File: src/sv/stfc_pkg.sv
// Package for the servo tester frame controller.
// Holds the phase and digit codes, the register indexes, the shared structs and the segment table.
// It depends on nothing else.
`timescale 1ns / 1ps
`default_nettype none

package stfc_pkg;

  // Phase of the tester, also driven out as the phase code.
  typedef enum logic [1:0] {
    PH_GREET = 2'd0,
    PH_ARM   = 2'd1,
    PH_RUN   = 2'd2,
    PH_OFF   = 2'd3
  } phase_t;

  // Digit codes: 0 to 9 are decimal digits, then letters and blank.
  localparam logic [3:0] CODE_ZERO  = 4'd0;
  localparam logic [3:0] CODE_NINE  = 4'd9;
  localparam logic [3:0] CODE_H     = 4'd10;
  localparam logic [3:0] CODE_I     = 4'd11;
  localparam logic [3:0] CODE_BLANK = 4'd12;

  // Configuration register indexes.
  localparam int unsigned CFG_IDX_BITS = 4;
  localparam logic [CFG_IDX_BITS-1:0] REG_GREET_FRAMES     = 4'd0;
  localparam logic [CFG_IDX_BITS-1:0] REG_NEUTRAL_WIDTH    = 4'd1;
  localparam logic [CFG_IDX_BITS-1:0] REG_BLINK_WRAP       = 4'd2;
  localparam logic [CFG_IDX_BITS-1:0] REG_BLINK_SHOW_ABOVE = 4'd3;
  localparam int unsigned CFG_DATA_BITS = 11;

  // Configuration register set.
  typedef struct packed {
    logic [7:0]  greet_frames;
    logic [10:0] neutral_width_us;
    logic [5:0]  blink_wrap;
    logic [5:0]  blink_show_above;
  } stfc_cfg_t;

  // Result of mapping one pot reading.
  typedef struct packed {
    logic [9:0] mapped_length;
    logic [3:0] tens_code;
    logic [3:0] ones_code;
  } stfc_pot_t;

  // State carried from frame to frame.
  typedef struct packed {
    phase_t     phase;
    logic [7:0] greet_count;
    logic [5:0] blink_count;
    logic [9:0] mapped_length;
    logic [3:0] tens_code;
    logic [3:0] ones_code;
    logic [6:0] last_left;
    logic [6:0] last_right;
  } stfc_state_t;

  // One result item.
  typedef struct packed {
    logic [10:0] pulse_width_us;
    logic [6:0]  left_segments;
    logic [6:0]  right_segments;
    logic        left_enable;
    logic        right_enable;
    logic        negative_dot;
    logic [1:0]  phase_now;
  } stfc_result_t;

  // Seven-segment pattern for a digit code; unused codes are blank.
  function automatic logic [6:0] seg_of(input logic [3:0] code);
    logic [6:0] seg;
    unique case (code)
      4'd0:    seg = 7'd119;
      4'd1:    seg = 7'd36;
      4'd2:    seg = 7'd93;
      4'd3:    seg = 7'd109;
      4'd4:    seg = 7'd46;
      4'd5:    seg = 7'd107;
      4'd6:    seg = 7'd123;
      4'd7:    seg = 7'd37;
      4'd8:    seg = 7'd127;
      4'd9:    seg = 7'd111;
      4'd10:   seg = 7'd62;
      4'd11:   seg = 7'd16;
      default: seg = 7'd0;
    endcase
    return seg;
  endfunction

endpackage

`default_nettype wire

File: src/sv/servo_tester_frame_controller.sv
// Top level of the servo tester frame controller: stream ports, configuration registers,
// input and result registers, and the frame state. Uses stfc_pkg, stfc_pot_map, stfc_frame_step.
`timescale 1ns / 1ps
`default_nettype none

// One input transfer is one servo frame: a pot sample and the power switch level. Each frame
// gives exactly one result transfer carrying the pulse width, both digit patterns and enables,
// the negative-direction dot and the phase code. An input transfer is registered, then worked
// through the pot mapper and the frame step logic into the result register, and one frame
// is taken every cycle while the result side keeps taking. Configuration writes are taken
// at any time on their own channel and must only be made while no frame is in flight;
// writes to unknown indexes are ignored.
module servo_tester_frame_controller
  import stfc_pkg::*;
#(
  parameter int unsigned SAMPLE_BITS = 10
) (
  input  wire logic                     clk,
  input  wire logic                     rst,
  // Input frames.
  input  wire logic                     s_tvalid,
  output logic                          s_tready,
  // From bit 0: pot_sample (SAMPLE_BITS), power_on (1), zero fill.
  input  wire logic [((SAMPLE_BITS+8)/8)*8-1:0] s_tdata,
  // Result items.
  output logic                          m_tvalid,
  input  wire logic                     m_tready,
  // From bit 0: pulse_width_us (11), left_segments (7), right_segments (7), left_enable (1),
  // right_enable (1), negative_dot (1), phase_now (2), zero fill.
  output logic [31:0]                   m_tdata,
  // Configuration writes.
  input  wire logic                     cfg_valid,
  output logic                          cfg_ready,
  input  wire logic [CFG_IDX_BITS-1:0]  cfg_index,
  input  wire logic [CFG_DATA_BITS-1:0] cfg_data
);

  stfc_cfg_t                cfg;
  stfc_state_t              st;
  stfc_state_t              st_next;
  stfc_pot_t                pot;
  stfc_result_t             res;
  stfc_result_t             out_res;
  logic                     in_valid;
  logic [SAMPLE_BITS-1:0]   in_pot;
  logic                     in_power;
  logic                     out_valid;
  logic                     advance;

  assign cfg_ready = 1'b1;

  // Configuration registers.
  always_ff @(posedge clk) begin
    if (rst) begin
      cfg.greet_frames     <= 8'd50;
      cfg.neutral_width_us <= 11'd1500;
      cfg.blink_wrap       <= 6'd50;
      cfg.blink_show_above <= 6'd25;
    end else if (cfg_valid && cfg_ready) begin
      unique case (cfg_index)
        REG_GREET_FRAMES:     cfg.greet_frames     <= cfg_data[7:0];
        REG_NEUTRAL_WIDTH:    cfg.neutral_width_us <= cfg_data[10:0];
        REG_BLINK_WRAP:       cfg.blink_wrap       <= cfg_data[5:0];
        REG_BLINK_SHOW_ABOVE: cfg.blink_show_above <= cfg_data[5:0];
        default: ;
      endcase
    end
  end

  // The frame moves on when it is registered and the result register is free or being emptied.
  assign advance  = in_valid && (!out_valid || m_tready);
  assign s_tready = !in_valid || advance;

  // Input register.
  always_ff @(posedge clk) begin
    if (rst) begin
      in_valid <= 1'b0;
    end else if (s_tready) begin
      in_valid <= s_tvalid;
    end
  end

  always_ff @(posedge clk) begin
    if (s_tvalid && s_tready) begin
      in_pot   <= s_tdata[SAMPLE_BITS-1:0];
      in_power <= s_tdata[SAMPLE_BITS];
    end
  end

  stfc_pot_map #(
    .SAMPLE_BITS(SAMPLE_BITS)
  ) u_pot_map (
    .pot_sample(in_pot),
    .pot       (pot)
  );

  stfc_frame_step u_frame_step (
    .st      (st),
    .cfg     (cfg),
    .pot     (pot),
    .power_on(in_power),
    .st_next (st_next),
    .res     (res)
  );

  // Frame state, updated as each frame passes to the result register.
  always_ff @(posedge clk) begin
    if (rst) begin
      st.phase         <= PH_GREET;
      st.greet_count   <= 8'd0;
      st.blink_count   <= 6'd0;
      st.mapped_length <= 10'd1000;
      st.tens_code     <= CODE_H;
      st.ones_code     <= CODE_I;
      st.last_left     <= 7'd0;
      st.last_right    <= 7'd0;
    end else if (advance) begin
      st <= st_next;
    end
  end

  // Result register.
  always_ff @(posedge clk) begin
    if (rst) begin
      out_valid <= 1'b0;
    end else if (advance) begin
      out_valid <= 1'b1;
    end else if (m_tready) begin
      out_valid <= 1'b0;
    end
  end

  always_ff @(posedge clk) begin
    if (advance) begin
      out_res <= res;
    end
  end

  assign m_tvalid = out_valid;
  assign m_tdata  = {2'b00, out_res.phase_now, out_res.negative_dot, out_res.right_enable,
                     out_res.left_enable, out_res.right_segments, out_res.left_segments,
                     out_res.pulse_width_us};

  // A frame with power off must leave the frame state untouched.
  a_power_off_holds: assert property (@(posedge clk) disable iff (rst)
    (advance && !in_power) |=> (st == $past(st)))
    else $error("frame state changed on a power-off frame");

  // Input side stalls only while both registers are full and the result is not taken.
  a_stall_cause: assert property (@(posedge clk) disable iff (rst)
    !s_tready |-> (in_valid && out_valid && !m_tready))
    else $error("input stalled without a full pipeline");

  // Running is never left once reached.
  a_run_sticks: assert property (@(posedge clk) disable iff (rst)
    (st.phase == PH_RUN) |=> (st.phase == PH_RUN))
    else $error("phase left running");

endmodule

`default_nettype wire

File: src/sv/stfc_pot_map.sv
// Pot reading mapper: normalises the sample, applies the centre dead zone and splits the
// deflection into percent digits. Uses stfc_pkg.
`timescale 1ns / 1ps
`default_nettype none

module stfc_pot_map
  import stfc_pkg::*;
#(
  parameter int unsigned SAMPLE_BITS = 10
) (
  input  wire logic [SAMPLE_BITS-1:0] pot_sample,
  output stfc_pot_t                   pot
);

  logic [9:0]  x;
  logic [9:0]  xs;
  logic        above_mid;
  logic [9:0]  mapped;
  logic [8:0]  dev;
  logic [16:0] dev_by5;
  logic [14:0] dev_by50;
  logic [6:0]  quot5;
  logic [3:0]  tens;
  logic [6:0]  tens_x10;
  logic [6:0]  ones_wide;

  // Bring the sample to ten bits.
  generate
    if (SAMPLE_BITS >= 10) begin : g_shift_down
      assign x = pot_sample[SAMPLE_BITS-1 -: 10];
    end else begin : g_shift_up
      assign x = {pot_sample, {(10-SAMPLE_BITS){1'b0}}};
    end
  endgenerate

  // Dead zone around centre folds onto the first value above it.
  assign xs        = (x >= 10'd500 && x < 10'd524) ? 10'd524 : x;
  assign above_mid = xs > 10'd512;
  assign mapped    = above_mid ? (xs - 10'd24) : xs;
  assign dev       = above_mid ? 9'(mapped - 10'd500) : 9'(10'd500 - xs);

  // Divisions by 5 and 50 by reciprocal multiplication, exact for deviations up to 500.
  assign dev_by5   = 17'(dev) * 17'd205;
  assign dev_by50  = 15'(dev) * 15'd41;
  assign quot5     = dev_by5[16:10];
  assign tens      = dev_by50[14:11];
  assign tens_x10  = 7'({tens, 3'b000}) + 7'({tens, 1'b0});
  assign ones_wide = quot5 - tens_x10;

  // Full deflection reads as 99.
  always_comb begin
    pot.mapped_length = mapped;
    if (tens >= 4'd10) begin
      pot.tens_code = CODE_NINE;
      pot.ones_code = CODE_NINE;
    end else begin
      pot.tens_code = tens;
      pot.ones_code = ones_wide[3:0];
    end
  end

endmodule

`default_nettype wire

File: src/sv/stfc_frame_step.sv
// Frame step logic: next phase and counters, and the result item for one frame.
// Uses stfc_pkg and the mapped pot reading from stfc_pot_map.
`timescale 1ns / 1ps
`default_nettype none

module stfc_frame_step
  import stfc_pkg::*;
(
  input  wire stfc_state_t st,
  input  wire stfc_cfg_t   cfg,
  input  wire stfc_pot_t   pot,
  input  wire logic        power_on,
  output stfc_state_t      st_next,
  output stfc_result_t     res
);

  logic [7:0] greet_inc;
  logic [5:0] blink_inc;
  logic [5:0] blink_new;
  logic [6:0] seg_tens;
  logic [6:0] seg_ones;
  logic       near_centre;

  assign greet_inc   = st.greet_count + 8'd1;
  assign blink_inc   = st.blink_count + 6'd1;
  assign blink_new   = (blink_inc > cfg.blink_wrap) ? 6'd0 : blink_inc;
  assign seg_tens    = seg_of(st.tens_code);
  assign seg_ones    = seg_of(st.ones_code);
  assign near_centre = (pot.mapped_length > 10'd495) && (pot.mapped_length < 10'd505);

  // Next phase and state; a frame with power off leaves everything as it is.
  always_comb begin
    st_next = st;
    if (power_on) begin
      unique case (st.phase)
        PH_GREET: begin
          st_next.greet_count = greet_inc;
          st_next.last_left   = seg_tens;
          st_next.last_right  = seg_ones;
          if (greet_inc >= cfg.greet_frames) begin
            st_next.phase = PH_ARM;
          end
        end
        PH_ARM: begin
          st_next.blink_count   = blink_new;
          st_next.last_right    = seg_ones;
          st_next.mapped_length = pot.mapped_length;
          st_next.tens_code     = pot.tens_code;
          st_next.ones_code     = (blink_new > cfg.blink_show_above) ? CODE_ZERO : CODE_BLANK;
          if (near_centre) begin
            st_next.phase = PH_RUN;
          end
        end
        PH_RUN: begin
          st_next.last_left     = seg_tens;
          st_next.last_right    = seg_ones;
          st_next.mapped_length = pot.mapped_length;
          st_next.tens_code     = pot.tens_code;
          st_next.ones_code     = pot.ones_code;
        end
        PH_OFF: begin
          st_next = st;
        end
      endcase
    end
  end

  // Result item, taken from the state held before this frame's reading.
  always_comb begin
    res.pulse_width_us = cfg.neutral_width_us;
    res.left_segments  = seg_tens;
    res.right_segments = seg_ones;
    res.left_enable    = 1'b1;
    res.right_enable   = 1'b1;
    res.negative_dot   = st.mapped_length <= 10'd495;
    res.phase_now      = st.phase;
    if (!power_on) begin
      res.left_segments  = 7'd0;
      res.right_segments = 7'd0;
      res.left_enable    = 1'b0;
      res.right_enable   = 1'b0;
      res.negative_dot   = 1'b0;
      res.phase_now      = PH_OFF;
    end else begin
      unique case (st.phase)
        PH_GREET: begin
          res.phase_now = PH_GREET;
        end
        PH_ARM: begin
          res.left_segments = st.last_left;
          res.left_enable   = 1'b0;
        end
        PH_RUN: begin
          res.pulse_width_us = 11'({1'b0, st.mapped_length} + 11'd1000);
        end
        PH_OFF: begin
          res.phase_now = PH_OFF;
        end
      endcase
    end
  end

endmodule

`default_nettype wire
File: config.mk
export PLATFORM = sky130hd
export DESIGN_NAME = servo_tester_frame_controller
export DESIGN_NICKNAME = d
export VERILOG_FILES = /design/src/sv/stfc_pkg.sv /design/src/sv/servo_tester_frame_controller.sv /design/src/sv/stfc_pot_map.sv /design/src/sv/stfc_frame_step.sv
export SDC_FILE = /design/constraint.sdc
export NUM_CORES = 1
export LEC_CHECK = 0
export ABC_AREA = 1
export BUFFER_PORTS_ARGS = -buffer_cell sky130_fd_sc_hd__buf_2
export CELL_PAD_IN_SITES_DETAIL_PLACEMENT = 0
export CELL_PAD_IN_SITES_GLOBAL_PLACEMENT = 1
export CORE_MARGIN = 2
export CORE_UTILIZATION = 45
export CTS_CLUSTER_SIZE = 8
export DETAILED_ROUTE_END_ITERATION = 8
export PLACE_DENSITY_LB_ADDON = 0.1
export SLEW_MARGIN = 20
export SYNTH_ARGS = -nofsm -noshare
export SYNTH_HDL_FRONTEND = slang
export SYNTH_SLANG_ARGS = --single-unit
File: constraint.sdc
create_clock -name clk -period 6.8 [get_ports clk]
set_input_delay 0.34 -clock clk [delete_from_list [all_inputs] [get_ports clk]]
set_output_delay 0.34 -clock clk [all_outputs]
set_load 0.005 [all_outputs]
; Yosys cells after proc, flatten, opt, wreduce, memory -nomap -nowiden
; Memories as Yosys holds them, arrays and structs flattened. A register that Yosys moved wholly into a read port is not among the register bits.
; Index checks and enable logic that the tools add are counted.
[op_classes]
add_sub_neg = 8
mul = 2
magnitude_cmp = 10
eq_ne = 8
muxes = 20
reduce_logical = 24
[ops]
columns = cell, count
row1 = 18-bit case mux with 2 select lines, 1
row2 = 11-bit two-way mux, 2
row3 = 10-bit two-way mux, 2
row4 = "9-bit by 6-bit multiplier with 15-bit output, second input constant", 1
row5 = "9-bit by 8-bit multiplier with 14-bit output, second input constant", 1
row6 = 6-bit > comparator, 2
row7 = 4-bit two-way mux, 3
row8 = 3-bit AND reduction, 4
row9 = "10-bit by 10-bit adder with 11-bit output, second input constant", 1
row10 = "10-bit by 9-bit >= comparator with 1-bit output, second input constant", 1
row11 = "10-bit > comparator, second input constant", 1
row12 = "10-bit by 9-bit > comparator with 1-bit output, second input constant", 1
row13 = "10-bit by 9-bit less-or-equal comparator with 1-bit output, second input constant", 1
row14 = "10-bit less-than comparator, second input constant", 1
row15 = "10-bit by 9-bit less-than comparator with 1-bit output, second input constant", 1
row16 = "10-bit by 5-bit subtractor with 10-bit output, second input constant", 1
row17 = 9-bit two-way mux, 1
row18 = "9-bit subtractor, first input constant", 1
row19 = "9-bit subtractor, second input constant", 1
row20 = "8-bit by 1-bit adder with 8-bit output, second input constant", 1
row21 = "4-bit by 2-bit == test with 1-bit output, second input constant", 2
row22 = 8-bit >= comparator, 1
row23 = 8-bit two-way mux, 1
row24 = 2-bit case mux with 2 select lines, 2
row25 = 21 further kinds, 38
[word_totals]
reg_bits = 108
romBits = 224
out_inout_bits = 35
wordCells = 95
mem_count = 2
[mem_list]
columns = name, depth, width, read_ports, rd_ports_with_merged_regs, write_ports, line
row1 = (no name shown), 16, 7, 1, 1, 0, stfc_pkg.sv:73  ; unique case (code)
row2 = (no name shown), 16, 7, 1, 1, 0, stfc_pkg.sv:73

; Logic depth before layout (Yosys ltp)
; Gate-level depths: netlist of the first run.
[logic_depth]
depth_word = 14
ltp_mapped = 43
ltp_nobuf = 43

; By module
; From an unflattened synthesis of the first run, not the netlist that was laid out.
[unflattened]
hier_cells = 1254
hier_area_um2 = 9068.7
[by_module_without_submodules]
columns = mod, instances, cells_per_inst, area_per_inst_um2, seq_area_each_um2
row1 = servo_tester_frame_controller, 1, 467, 4374.2, 2852.7
row2 = stfc_pot_map, 1, 350, 2442.3, 0.0
row3 = stfc_frame_step, 1, 437, 2252.2, 0.0

; Worst setup path after synthesis of the first run
; No wires, ideal clock.
[synth_path]
kind = register to register
startpoint = register in_pot[7]
endpoint = register, netlist name st[17]
setup_ps = 119
t_arrival_ps = 6026
required_ps = 6681
path_slack_ps = 655
stages_incl_launch_ff = 39
path_buffers = 0
cell_sequence = edfxtp_1 > nor2_1 > nand2_1 > o21bai_1 > nand2_4 > nand2_2 > inv_2 > ha_1 > nor2_1 > nand2_1 > o21ai_0 > nand2_1 > nand3_1 > inv_1 > or2_2 > a32oi_1 > inv_1 > ha_1 > [... 3 more ...] > ha_1 > nand2_1 > nor2_1 > nor3b_1 > nand2_1 > a21oi_1 > xor2_1 > ha_1 > nand2_1 > nand3_1 > nand2_1 > nand2_1 > nand2_1 > nand2_1 > nand2_1 > nand3_1 > nand2_1 > nand2_1
[synth_between]
elab_chain_len = 12
word_cells_on_any_way = 17
cone_classes = add/sub: 5 / mul: 2 / order compare: 4 / mux: 5 / reduce/logical: 1
[synth_lines]
columns = element, line
row1 = "start, declared", servo_tester_frame_controller.sv:45  ; logic [SAMPLE_BITS-1:0] in_pot;
row2 = "start signal, assigned", servo_tester_frame_controller.sv:85  ; in_pot <= s_tdata[SAMPLE_BITS-1:0];
row3 = 10-bit by 9-bit >= comparator with 1-bit output / 10-bit less-than comparator (equally long branches), stfc_pot_map.sv:37  ; assign xs = (x >= 10'd500 && x < 10'd524) ? 10'd524 : x;
row4 = 1-bit logical AND, stfc_pot_map.sv:37
row5 = 10-bit two-way mux (*), stfc_pot_map.sv:37
row6 = 10-bit by 5-bit subtractor with 10-bit output / 10-bit > comparator (equally long branches), "stfc_pot_map.sv:39, stfc_pot_map.sv:38"
row7 = 10-bit two-way mux, stfc_pot_map.sv:39  ; assign mapped = above_mid ? (xs - 10'd24) : xs;
row8 = 9-bit subtractor, stfc_pot_map.sv:40  ; assign dev = above_mid ? 9'(mapped - 10'd500) : 9'(10'd500 - xs);
row9 = 9-bit two-way mux (*), stfc_pot_map.sv:40
row10 = 9-bit by 6-bit multiplier with 15-bit output, stfc_pot_map.sv:44  ; assign dev_by50 = 15'(dev) * 15'd41;
row11 = 4-bit adder, stfc_pot_map.sv:47  ; assign tens_x10 = 7'({tens, 3'b000}) + 7'({tens, 1'b0});
row12 = 4-bit subtractor, stfc_pot_map.sv:48  ; assign ones_wide = quot5 - tens_x10;
row13 = 8-bit two-way mux (*), stfc_pot_map.sv:53  ; if (tens >= 4'd10) begin
row14 = 18-bit case mux with 2 select lines (*), stfc_frame_step.sv:35  ; unique case (st.phase)
; Mark *: on every way between the ends. The rest lies on a longest branch, timed or not. The select of a mux whose other input is x is not followed.
; A chain may end at the register's enable or synchronous reset.

; Worst setup path after layout of the first run
[layout_path]
startpoint = register in_pot[7]
endpoint = register, netlist name st[17]
[layout_between]
elab_chain_len = 12
word_cells_on_any_way = 17
cone_classes = add/sub: 5 / mul: 2 / order compare: 4 / mux: 5 / reduce/logical: 1
[layout_lines]
columns = element, line
row1 = 10-bit by 9-bit >= comparator with 1-bit output / 10-bit less-than comparator (equally long branches), stfc_pot_map.sv:37
row2 = 1-bit logical AND, stfc_pot_map.sv:37
row3 = 10-bit two-way mux (*), stfc_pot_map.sv:37
row4 = 10-bit by 5-bit subtractor with 10-bit output / 10-bit > comparator (equally long branches), "stfc_pot_map.sv:39, stfc_pot_map.sv:38"
row5 = 10-bit two-way mux, stfc_pot_map.sv:39
row6 = 9-bit subtractor, stfc_pot_map.sv:40
row7 = 9-bit two-way mux (*), stfc_pot_map.sv:40
row8 = 9-bit by 6-bit multiplier with 15-bit output, stfc_pot_map.sv:44
row9 = 4-bit adder, stfc_pot_map.sv:47
row10 = 4-bit subtractor, stfc_pot_map.sv:48
row11 = 8-bit two-way mux (*), stfc_pot_map.sv:53
row12 = 18-bit case mux with 2 select lines (*), stfc_frame_step.sv:35
; Marks and branches as above.

==> impl_metrics.env, run 1 <==
export IMPL_cts_tree="done"
export IMPL_cp_slowest_cell="fa_1"
export IMPL_place_hpwl_mm=13.4
export IMPL_insertion_delay_ns=0.42
export IMPL_path_max_fanout=9
export IMPL_ys_ff_latch=122
export IMPL_drc=0
export IMPL_cts_root_buffer="clkbuf_16"
export IMPL_fin_crit_sh_pct=93.0
export IMPL_groute_usage_overall_pct=19.2
export IMPL_io_pins=71
export IMPL_ff2ff_setup_slack_ns=0.47
export IMPL_setup_viol=0
export IMPL_worstSetupPathType="reg2reg"
export IMPL_maxSlewHeadroom_pct=45.7
export IMPL_async_reset_ff_share_pct=0
export IMPL_ys_warnings_count=0
export IMPL_synth_edff_count=41
export IMPL_cts_inserted_buffers=17
export IMPL_routed_via_density=4.86
export IMPL_drt_total_wl_mm=17.1
export IMPL_setup_tns_ns=0
export IMPL_rsz0062_at_grt="no"
export IMPL_p_per_area_mw_per_mm2=318
export IMPL_io_buffers=62
export IMPL_timing_critical_path_slowest_cell_delay_ns=0.54
export IMPL_crit_required_ns=7.09
export IMPL_fp_dieW_um=137
export IMPL_slew_violations=0
export IMPL_drt_first_pass_iters=5
export IMPL_startpoint_type="flip-flop"
export IMPL_syn_avg_cell_area_um2=8.08
export IMPL_wl_per_cell_um=13.1
export IMPL_layout_drive_gt1_share_pct=13.8
export IMPL_rr_startpoint="in_pot[7]"
export IMPL_min_period_ns=6.33
export IMPL_fmax_ghz=0.158
export IMPL_dr_total_vias=6340
export IMPL_core_mm2=0.0174
export IMPL_ant_nets=0
export IMPL_ff2ff_path_depth=41
export IMPL_cap_violations=0
export IMPL_worst_pin_slew_ns=0.809
export IMPL_ir_drop_v=0.000238
export IMPL_clk_pin_slew_ns=0.06
export IMPL_rows=48
export IMPL_postCtsHoldBufs=0
export IMPL_drt_initial_drc_count=305
export IMPL_cpMostUsedCell="nand2_1"
export IMPL_finalHoldViolations=0
export IMPL_grt_pass1_wl_mm=28.2
export IMPL_fillerInstances=1726
export IMPL_die_area_mm2=0.0189
export IMPL_ys_types=46
export IMPL_ys_seq_area_share_pct=35.6
export IMPL_outcome="completed"
export IMPL_synth_cells=992
export IMPL_crit_start="in_pot[7]"
export IMPL_ys_flop_type="dfxtp_1"
export IMPL_grt_ovfl_total=0
export IMPL_cts_htree_levels=4
export IMPL_clk_path_buf_depth=2
export IMPL_layout_setup_ws_ns=0.474
export IMPL_netlist_area_mm2=0.00801
export IMPL_fin_nets=1228
export IMPL_hp_class="in2reg"
export IMPL_antenna_found_initial=0
export IMPL_stdcell_area_mm2=0.00926
export IMPL_critPathCapture="st[17]"
export IMPL_area_growth_syn_to_layout_pct=15.5
export IMPL_first_global_vias=5864
export IMPL_gp_congestion=0.825
export IMPL_skew_ns=0.0141
export IMPL_postLayoutCoreUtil_pct=53.3
export IMPL_die_height_um=137
export IMPL_reg2reg_to="st[17]"
export IMPL_dp_slack_ns=0.205
export IMPL_p_leak_nw=4.64
export IMPL_worst_setup_path_end_kind="flip-flop"
export IMPL_clock_sinks=122
export IMPL_start_util_pct=46.2
export IMPL_diodes=0
export IMPL_grt_max_degree=58
export IMPL_arrival_ns=6.62
export IMPL_postPlaceCellArea_mm2=0.00859
state kept, by name, indices dropped and copies added (netlist names):
| name | flops |
|---|---|
| st | 41 |
| cfg | 31 |
| m_tdata | 30 |
| in_pot | 10 |
| u_frame_step.seg_tens | 7 |
| in_power | 1 |
| in_valid | 1 |
| m_tvalid | 1 |
worst max-delay path, delay by kind of cell (launching register included):
family | cells | cell delay, ns
AO/OA/AOI/OAI | 3 | 0.45
XOR/XNOR | 1 | 0.18
adder cells (fa/ha/maj) | 7 | 2.68
buffers and inverters | 7 | 0.42
flip-flops | 1 | 0.44
AND/OR/NAND/NOR | 23 | 2.03
cells in the final DEF (no fill, tap or decap), types with 41 or more instances in the layout:
cell,Yosys,final
a21oi_1,76,74
buf_2,2,62
dfxtp_1,81,81
edfxtp_1,41,41
ha_1,109,109
inv_1,166,166
nand2_1,159,157
nand3_1,48,48
nor2_1,78,77
o21ai_0,81,81
layer usage:
layer / vias up / global-route usage [%] / part of all wire (%)
met5: - / 0 / 0
met4: 0 / 5.15 / 0.92
met3: 12 / 3.68 / 2.4
met2: 68 / 30.6 / 45
met1: 2852 / 26.6 / 51
li1: 3408 / - / -
cells in the mapped netlist, drive strengths merged (3+ instances only):
master | instances | share of area, %
a21o | 3 | 0.28
a21oi | 77 | 4.9
buf | 5 | 0.41
clkbuf | 16 | 0.75
dfxtp | 81 | 20
edfxtp | 41 | 15
fa | 16 | 4.0
ha | 109 | 17
inv | 173 | 8.1
nand2 | 172 | 8.7
nand3 | 52 | 3.5
nand3b | 4 | 0.37
nand4 | 4 | 0.31
nor2 | 80 | 3.9
nor3 | 9 | 0.56
o211ai | 11 | 1.0
o21ai | 87 | 5.6
o21bai | 6 | 0.56
or2 | 3 | 0.23
xnor2 | 7 | 0.77
xor2 | 16 | 1.7
worst min path at each step:
stage	slack, ns	cells past startpoint	from	end
finish	0.09	1	s_tdata[4]	in_pot[4]
detailed placement	0.44	2	cfg[19]	cfg[19]
CTS	0.07	1	s_tdata[4]	in_pot[4]
global route	0.07	1	s_tdata[8]	in_pot[8]
floorplan	0.42	2	cfg[19]	cfg[19]
global placement	0.43	2	cfg[17]	cfg[17]
report_power, final:
part           leakage (nW)  internal, W  switching (W)
sequential             1.03     0.000776      0.0000115
combinational          3.32     0.000533       0.000715
clock                 0.291     0.000576       0.000334
cells by family (layout without fill, tap and decap cells):
logic type,after synthesis,in the layout,share of synthesized area (%)
buf+inv,195,282,9.31
xor+xnor,23,23,2.51
compound gates,196,196,13.5
fa+ha+maj,125,125,21.0
flops,122,122,35.6
simple gates,329,329,18.0
other cells,2,3,0.0937
repair_timing:
| item | 4_1_cts | 5_1_grt |
|---|---|---|
| buffers inserted | 0 | 4 |
| endpoints found under the hold margin | 0 | 0 |
| gates resized for setup | 0 | 9 |
| setup endpoints to repair | 0 | 2 |
cell type report:
class | count | area (um^2) | share of cell area [%]
inverters | 174 | 653 | 7.06
multi-input cells | 676 | 4450 | 48.1
clock buffers | 17 | 425 | 4.60
flip-flops and latches | 122 | 2850 | 30.8
clock inverters | 15 | 176 | 1.91
well taps | 225 | 282 | 3.04
repair buffers | 76 | 415 | 4.49
through the flow:
step	power, W	hold WS [ns]	instances
after floorplan	0.00178	0.424	993
after global placement	0.00203	0.435	1269
after detailed placement	0.00204	0.437	1269
after CTS	0.00297	0.0723	1301
after global routing	0.00322	0.0749	1305
final	0.00294	0.0921	1305
No activity file was read; power rests on OpenSTA's default activity.
==> inputs of run 2 (changes only) <==
--- a/config.mk
+++ b/config.mk
@@ -5,15 +5,15 @@
 export SDC_FILE = /design/constraint.sdc
 export NUM_CORES = 1
 export LEC_CHECK = 0
-export ABC_AREA = 1
+export ABC_AREA = 0
 export BUFFER_PORTS_ARGS = -buffer_cell sky130_fd_sc_hd__buf_2
 export CELL_PAD_IN_SITES_DETAIL_PLACEMENT = 0
 export CELL_PAD_IN_SITES_GLOBAL_PLACEMENT = 1
 export CORE_MARGIN = 2
-export CORE_UTILIZATION = 45
+export CORE_UTILIZATION = 47
 export CTS_CLUSTER_SIZE = 8
 export DETAILED_ROUTE_END_ITERATION = 8
-export PLACE_DENSITY_LB_ADDON = 0.1
+export PLACE_DENSITY_LB_ADDON = 0.3
 export SLEW_MARGIN = 20
 export SYNTH_ARGS = -nofsm -noshare
 export SYNTH_HDL_FRONTEND = slang
==> run 2 against run 1 <==
Against the previous run:
- the flow now finishes with violations (setup timing)
- worst setup slack lost 0.61 ns
- first-iteration DRC count grew 6.2%
- non-clock buffer count grew 70
- sequential power shrank 1%
- routed wire length grew 12%
- clock skew shrank 0.0030 ns
- hold slack lost 0.0049 ns
- synthesized cell count shrank 11%
- total power grew 12%
- clock power is essentially flat
- clock-buffer cell count grew 4
- sequential share of layout area shrank 3.0 points
- largest cell class unchanged
- highest routed layer unchanged
==> impl_metrics.env, run 2 <==
export IMPL_outcome="finished with violations"
export IMPL_violations="setup timing"
export IMPL_reg2reg_to="st[17]"
export IMPL_p_switching_w=0.00116
export IMPL_ir_drop_v=0.000355
export IMPL_fmax_ghz=0.144
export IMPL_insertion_delay_ns=0.42
export IMPL_groute_usage_overall_pct=21.0
export IMPL_rsz0062_at_grt="yes"
export IMPL_met2_wirelength_mm=9.20
export IMPL_cts_tree="done"
export IMPL_postCtsHoldBufs=0
export IMPL_syn_avg_cell_area_um2=9.32
export IMPL_die_height_um=137
export IMPL_synth_area_leaders="dfxtp_1, ha_1, edfxtp_1"
export IMPL_ys_types=72
export IMPL_dr_total_vias=6573
export IMPL_ys_warnings_count=0
export IMPL_synth_common_cells="ha_1, nor2_1, inv_1"
export IMPL_rr_startpoint="in_pot[6]"
export IMPL_instances_no_fill=1257
export IMPL_wl_per_cell_um=15.2
export IMPL_p_int_w=0.00215
export IMPL_drt_first_pass_iters=6
export IMPL_skew_ns=0.0111
export IMPL_cap_violations=0
export IMPL_drc=0
export IMPL_power_switching_share_pct=35.0
export IMPL_io_buffers=62
export IMPL_setup_viol=2
export IMPL_synth_cells=887
export IMPL_final_cell_mix="ha_1, nor2_1, buf_4"
export IMPL_fin_crit_sh_pct=102
export IMPL_clk_pin_slew_ns=0.06
export IMPL_grt_ovfl_total=0
export IMPL_start_util_pct=48.0
export IMPL_power_total_w=0.00330
export IMPL_layout_drive_gt1_share_pct=24.0
export IMPL_netlist_area_mm2=0.00827
export IMPL_min_period_ns=6.94
export IMPL_top_register="st"
export IMPL_clock_sinks=122
export IMPL_worst_setup_path_end_kind="flip-flop"
export IMPL_cts_root_buffer="clkbuf_16"
export IMPL_layout_setup_ws_ns=-0.139
export IMPL_async_reset_ff_share_pct=0
export IMPL_die_area_mm2=0.0187
export IMPL_fillerInstances=1505
export IMPL_cts_htree_levels=4
export IMPL_ff2ff_path_depth=34
export IMPL_largest_reg_flops=41
export IMPL_first_global_vias=6104
export IMPL_synth_top_area_share_pct=19.6
export IMPL_hp_class="in2reg"
export IMPL_startpoint_type="flip-flop"
export IMPL_worst_pin_slew_ns=0.948
export IMPL_dp_cells=1206
export IMPL_clk_path_buf_depth=2
export IMPL_p_per_area_mw_per_mm2=322
export IMPL_gp_congestion=0.893
export IMPL_critPathCapture="st[17]"
export IMPL_timing_critical_path_slowest_cell_delay_ns=0.49
export IMPL_cp_slowest_cell="fa_1"
export IMPL_synth_most_common_cell="ha_1"
export IMPL_diodes=0
export IMPL_grt_max_degree=64
export IMPL_ff2ff_setup_slack_ns=-0.14
export IMPL_ant_nets=0
export IMPL_core_mm2=0.0172
export IMPL_synth_top_area_cell="dfxtp_1"
export IMPL_hold_ws_ns=0.0872
export IMPL_cts_inserted_buffers=17
export IMPL_place_hpwl_mm=13.9
export IMPL_rows=48
export IMPL_clockPowerShare_pct=27.5
export IMPL_combPwrFrac_pct=48.9
export IMPL_ys_seq_area_share_pct=34.5
export IMPL_crit_start="in_pot[6]"
export IMPL_crit_required_ns=7.16
export IMPL_drt_initial_drc_count=324
export IMPL_io_pins=71
export IMPL_ys_flop_type="dfxtp_1"
export IMPL_maxSlewHeadroom_pct=36.6
export IMPL_met3WireLength_um=641
export IMPL_ys_ff_latch=122
export IMPL_slew_violations=0
export IMPL_fin_nets=1180
export IMPL_layout_commonest_cell="ha_1"
export IMPL_arrival_ns=7.30
export IMPL_dp_slack_ns=-0.246
export IMPL_grt_pass1_wl_mm=30.3
export IMPL_fp_dieW_um=137
export IMPL_path_max_fanout=3
export IMPL_antenna_found_initial=0
export IMPL_synth_edff_count=41
export IMPL_p_leak_nw=4.83
export IMPL_worstSetupPathType="reg2reg"
export IMPL_wl_met1_mm=8.88
export IMPL_postLayoutCoreUtil_pct=59.5
export IMPL_routed_via_density=5.23
export IMPL_area_growth_syn_to_layout_pct=24.1
export IMPL_p_seq_share_pct=23.6
export IMPL_drt_total_wl_mm=19.1
export IMPL_highest_layer="met4"
export IMPL_finalHoldViolations=0
run 2: cell count changes in the layout (fill, tap and decap cells not counted), sizes merged, moves of 8 or more:
cell	before	now
nand2	172	74
inv	174	90
buf	76	146
o21ai	87	37
mux2i	0	43
a21oi	77	47
nand3	52	23
xnor2	7	24
a21o	3	14
nor2b	0	11
xor2	16	26
nand2b	0	9
nor2	80	89
or3	0	8
run 2: per-layer routing:
layer | track usage (%) | up-vias
li1 | - | 3332
met1 | 27.5 | 3113
met2 | 34.6 | 103
met3 | 4.74 | 25
met4 | 6.02 | 0
met5 | 0 | -
run 2: area by class of cell:
type / instances / area, um^2 / share of cell area [%]
Tap cell: 225 / 282 / 2.74
Inverter: 87 / 327 / 3.18
Sequential cell: 122 / 2850 / 27.8
Clock buffer: 21 / 493 / 4.81
Clock inverter: 11 / 108 / 1.05
Multi-Input combinational cell: 645 / 5260 / 51.2
Timing Repair Buffer: 146 / 941 / 9.17
run 2: logic make-up (layout without fill, tap and decap cells):
family,Yosys count,count (layout),share of synthesized area (%)
AND/OR/NAND/NOR,263,263,14.9
AO/OA/AOI/OAI,155,155,12.6
adder cells (fa/ha/maj),125,125,20.4
flip-flops,122,122,34.5
buffers and inverters,121,265,6.11
XOR/XNOR,51,51,5.57
multiplexers,48,48,5.89
other,2,3,0.0908
run 2: power groups by stage:
stage | Combinational (W) | Sequential (W) | Clock [W]
floorplan | 0.000969 | 0.000793 | 0
global placement | 0.00131 | 0.000795 | 0
detailed placement | 0.00133 | 0.000795 | 0
CTS | 0.00139 | 0.000779 | 0.000923
global route | 0.00181 | 0.000781 | 0.000952
finish | 0.00161 | 0.000780 | 0.000907
run 2: repair_timing:
| item | CTS | global route |
|---|---|---|
| setup endpoints to repair | 6 | 9 |
| pin swaps | 15 | 39 |
| buffers inserted | 6 | 14 |
| gates resized for setup | 3 | 52 |
run 2: metrics by stage:
step           TNS [ns]  area (um^2)
3_3_place_gp     -0.114         9260
3_5_place_dp     -0.251         9260
4_1_cts               0         9920
2_1_floorplan    -0.152         8370
6_report         -0.270        10300
5_1_grt          -0.921        10300
run 2: worst min-delay path by stage:
stage	start	to	cells after the start	slack [ns]
2_1_floorplan	st[22]	st[22]	2	0.43
3_3_place_gp	st[22]	st[22]	2	0.45
3_5_place_dp	st[22]	st[22]	2	0.46
4_1_cts	s_tdata[8]	in_pot[8]	1	0.08
5_1_grt	s_tdata[4]	in_pot[4]	1	0.08
6_report	s_tdata[1]	in_pot[1]	1	0.09
run 2: critical path, delay by kind of cell, from the launching register on:
| kind | cells | cell delay [ns] |
|---|---|---|
| adder cells (fa/ha/maj) | 7 | 2.52 |
| AO/OA/AOI/OAI | 9 | 1.98 |
| AND/OR/NAND/NOR | 7 | 1.07 |
| buffers and inverters | 9 | 0.59 |
| flip-flops | 1 | 0.39 |
| multiplexers | 1 | 0.25 |
| XOR/XNOR | 1 | 0.08 |
